==> src/hw/rtl/bff_mod.sv <==
// Iterative 64-bit by 17-bit remainder unit, restoring, one bit a cycle.
// Has no dependency on bff_pkg; started with a pulse.
module bff_mod (
  input  logic        clk_i,
  input  logic        rst_ni,
  input  logic        start_i,
  input  logic [63:0] dividend_i,
  input  logic [16:0] divisor_i,
  output logic        done_o,
  output logic [16:0] rem_o
);
  logic [63:0] shf_q, shf_d;
  logic [17:0] rem_q, rem_d;
  logic [6:0]  cnt_q, cnt_d;
  logic        run_q, run_d;
  logic [17:0] trial;

  // one quotient bit per cycle
  always_comb begin
    shf_d = shf_q; rem_d = rem_q; cnt_d = cnt_q; run_d = run_q;
    trial = {rem_q[16:0], shf_q[63]};
    if (start_i) begin
      shf_d = dividend_i; rem_d = '0; cnt_d = 7'd64; run_d = 1'b1;
    end else if (run_q) begin
      shf_d = {shf_q[62:0], 1'b0};
      rem_d = (trial >= {1'b0, divisor_i}) ? trial - {1'b0, divisor_i} : trial;
      cnt_d = cnt_q - 7'd1;
      if (cnt_q == 7'd1) run_d = 1'b0;
    end
  end

  always_ff @(posedge clk_i or negedge rst_ni) begin
    if (!rst_ni) begin
      run_q <= 1'b0; cnt_q <= '0;
    end else begin
      run_q <= run_d; cnt_q <= cnt_d;
    end
  end
  always_ff @(posedge clk_i) begin
    shf_q <= shf_d; rem_q <= rem_d;
  end

  assign done_o = run_q && (cnt_q == 7'd1);
  assign rem_o  = rem_d[16:0];
endmodule

==> config.mk <==
export PLATFORM = sky130hd
export DESIGN_NAME = bff_mod
export DESIGN_NICKNAME = d
export VERILOG_FILES = /design/src/hw/rtl/bff_mod.sv
export SDC_FILE = /design/constraint.sdc
export NUM_CORES = 1
export LEC_CHECK = 0
export ABC_AREA = 1
export ABC_CLOCK_PERIOD_IN_PS = 2350
export BUFFER_PORTS_ARGS = -buffer_cell sky130_fd_sc_hd__buf_4
export CAP_MARGIN = 0
export CORE_MARGIN = 2
export CORE_UTILIZATION = 35
export DETAILED_ROUTE_END_ITERATION = 10
export HOLD_SLACK_MARGIN = 0.03
export SLEW_MARGIN = 40
export SYNTH_ARGS = -nofsm -noshare
export SYNTH_HDL_FRONTEND = slang
export SYNTH_SLANG_ARGS = --single-unit
==> constraint.sdc <==
create_clock -name clk_i -period 2.35 [get_ports clk_i]
set_clock_uncertainty 0.1 [all_clocks]
set_input_delay 0.1175 -clock clk_i [delete_from_list [all_inputs] [get_ports clk_i]]
set_output_delay 0.1175 -clock clk_i [all_outputs]
set_load 0.01 [all_outputs]
==> impl_results.md <==
* Status: complete, but fails checks
* Failing checks: setup timing
* Ports at 102
* Finished Layout Cells at 1074
* TNS Setup at -2.80 ns
* R2R Path End: rem_q[2]
* Nets at 989
* Diode count at 0
* Die height at between 100 and 150 um
* Die area at 15500 um2
* Share of the synthesized area in the top cell type at 0.377
* Slowest Stage Delay on Critical Path at 0.39 ns
* Post-route DRC at 0
* Post-Place Setup Slack at 0.0728 ns
* Area Growth Syn to Fin at 54.3%
* Vias per cell at 4.66
* Seq/Total Area, Yosys at 0.484
* Setup violations, final at 17
* Worst r2r path cells at 14
* Worst slew pin tran at 0.659 ns
* Largest net degree at the start of global routing at approximately 60
* Clock Path Buffers at 2
* Synthesis Warnings at 0
* Vias in the first global route at 4629
* Post-DP Area at 6100 um2
* Die width at 125 um
* Clock latency on the worst-skew pair at roughly 0.35 ns
* Final Instance Area at just under 8000 um2
* PD cells at between 900 and 1000 nW/um2
* CP Capture Type: output pin
* Drt first-iter violations at 336
* Post-DP HPWL at 8770 um
* Final worst setup slack at -0.240 ns
* Top cells by area, synth: edfxtp_1, nand2_1, dfxtp_1, inv_1, ha_1
* Final Util at 0.547
* Area leader, netlist: edfxtp_1
* Placed insts at 969
* Min Clock Period, post-route at 2.59 ns
* First-pass GRT wire length at 22300 um
* Starting density of the core at 0.354
* Mapped Cells at 693
* R2R Setup Slk at about 0.18 ns
* Clk slew on worst S/H paths at about 0.070 ns
* Delay-heaviest family, CP: simple AND/OR/NAND/NOR gates
* Count of final max-slew check failures at 0
* Relative slew margins at 0.561
* RSZ-0062 raised after global routing: yes
* CTS tree: built
* Total Routing Usage GR at 0.178
* Gpl congestion at 0.884
* Post-synthesis instance area at 5090 um2
* CP arrival at ~2.4 ns
* Netlist cell types at 31
* Vias at 5005
* WL/cell at 13.5 um
* Leak at just over 4 nW
* Pre-antenna DRT Iters at 5
* Peak VDD IR at about 0.43 mV
* Crit path buffers/inverters at 4
* Max Cap Violations at 0
* Routed wire length at 14500 um
* Final worst-path cycle share at 1.10
* Clock Sinks at 89
* Crit path cell chain: inv_2 > ha_4 > inv_2 > fa_2 > nand3_2 > nand3_4 > nand2_4 > buf_4 > nand3_1 > nand2_1 > nor2_1 > nor2_1 > buf_4
* Syn Area/Cell at 7.35 um2
* CTS Root Cell: clkbuf_16
* Critical path class: flop to output pin
* Initial antenna violation count at 0
* # port buffers at roughly 100
* Synthesis-stage register bit count at 89
* Share of cells above drive strength 1 at 0.302
* Syn_nets at 797
* Num CTS Buffers at 9
* FF-to-FF Start: shf_q[63]
* Gr ovfl total at 0
* Max frequency at 386 MHz
* Slowest cell on crit path: edfxtp_1
* Final Total Pwr at 7.63 mW
* Core region area at 14400 um2
* Tightest Hold Check Type: input port to async pin
* Row cnt at 44
* Crit start category: flop
* Fin Hold WS at 0.0307 ns
* CP Max Fanout at 5
* Endpoints failing hold at 0
* H-tree depth at 3
* Remaining antenna violation count at 0
* Worst path required time at about 2.1 ns
==> logic make-up after synthesis <==
group                    count (synthesis)  synth area share
flip-flops                              89             0.484
XOR/XNOR                                 6            0.0103
adder cells (fa/ha/maj)                 20            0.0506
buffers and inverters                  116            0.0882
AO/OA/AOI/OAI                           29            0.0288
AND/OR/NAND/NOR                        433             0.338
==> synth_stat cells <==
| library cell | n |
|---|---|
| nand2_1 | 336 |
| dfrtp_1 | 8 |
| nor2_4 | 1 |
| buf_6 | 1 |
| nand3b_1 | 2 |
| nand3_1 | 38 |
| nor2_2 | 1 |
| o22ai_1 | 1 |
| nor3_1 | 4 |
| nand4_1 | 1 |
| buf_2 | 2 |
| dfxtp_1 | 17 |
| or2_0 | 1 |
| xor2_1 | 1 |
| nand2_2 | 3 |
| o21ai_0 | 10 |
| xnor2_1 | 5 |
| nor3_2 | 1 |
| nand3_2 | 1 |
| buf_4 | 1 |
| a21oi_1 | 17 |
| fa_1 | 1 |
| nor4_1 | 1 |
| clkbuf_1 | 17 |
| buf_1 | 1 |
| o21ai_1 | 1 |
| inv_1 | 88 |
| inv_2 | 6 |
| nor2_1 | 43 |
| edfxtp_1 | 64 |
| ha_1 | 19 |
==> repair_timing <==
item / 4_1_cts / 5_1_grt
endpoints found under the setup margin: 17 / 17
setup buffers: 12 / 12
pin swaps: 9 / 34
hold buffers: 65 / 0
resized for setup: 30 / 121
gates cloned: 2 / 1
endpoints found under the hold margin: 72 / 0
==> flip-flops by register name, indices dropped and copies added (netlist names) <==
register,flops
shf_q,64
rem_q,17
cnt_q,7
run_q,1
==> final cells by class <==
type | instances | area [um2]
timing repair buffer | 202 | 1780
timing repair inverter | 1 | 6.26
sequential | 89 | 2480
multi-input combinational | 488 | 2700
fill | 1308 | 6510
clock buffer | 9 | 225
tap | 184 | 230
clock inverter | 7 | 76.3
inverter | 94 | 362
==> worst max path at each step <==
stage          startpoint   endpoint  slack [ns]  cells past startpoint
6_report        shf_q[63]  rem_o[16]       -0.24                     13
5_1_grt         shf_q[63]  rem_o[16]       -0.34                     13
4_1_cts         shf_q[63]  rem_o[14]       -0.25                     16
3_5_place_dp    shf_q[63]  rem_o[14]        0.07                     16
3_3_place_gp    shf_q[63]  rem_o[14]        0.10                     16
2_1_floorplan       run_q   shf_q[0]        0.09                      3
==> layer usage <==
layer	vias to the layer above	track usage	routed length (um)
met3	29	0.0425	821
met1	2289	0.235	6330
met2	159	0.288	6990
met4	0	0.0549	325
li1	2528	-	-
met5	-	0	0
==> cells in the final DEF (no fill, tap or decap), drive strengths merged <==
cell type and instances:
a21oi 17, buf 136, bufinv 1, clkbuf 10, clkinv 2, clkinvlp 2
dfrtp 8, dfxtp 17, dlygate4sd3 65, edfxtp 64, fa 1, ha 19
inv 97, nand2 339, nand3 39, nand3b 2, nand4 1, nor2 45
nor3 5, nor4 1, o21ai 11, o22ai 1, or2 1, xnor2 5
xor2 1
==> power breakdown <==
| group | switching [mW] | leakage [nW] | internal (mW) |
|---|---|---|---|
| registers | 0.225 | 0.945 | 2.07 |
| clock network | 0.675 | 0.148 | 0.837 |
| logic | 2.11 | 2.97 | 1.71 |
| total | 3.01 | 4.07 | 4.62 |
Power figures use the tool's default switching activity.
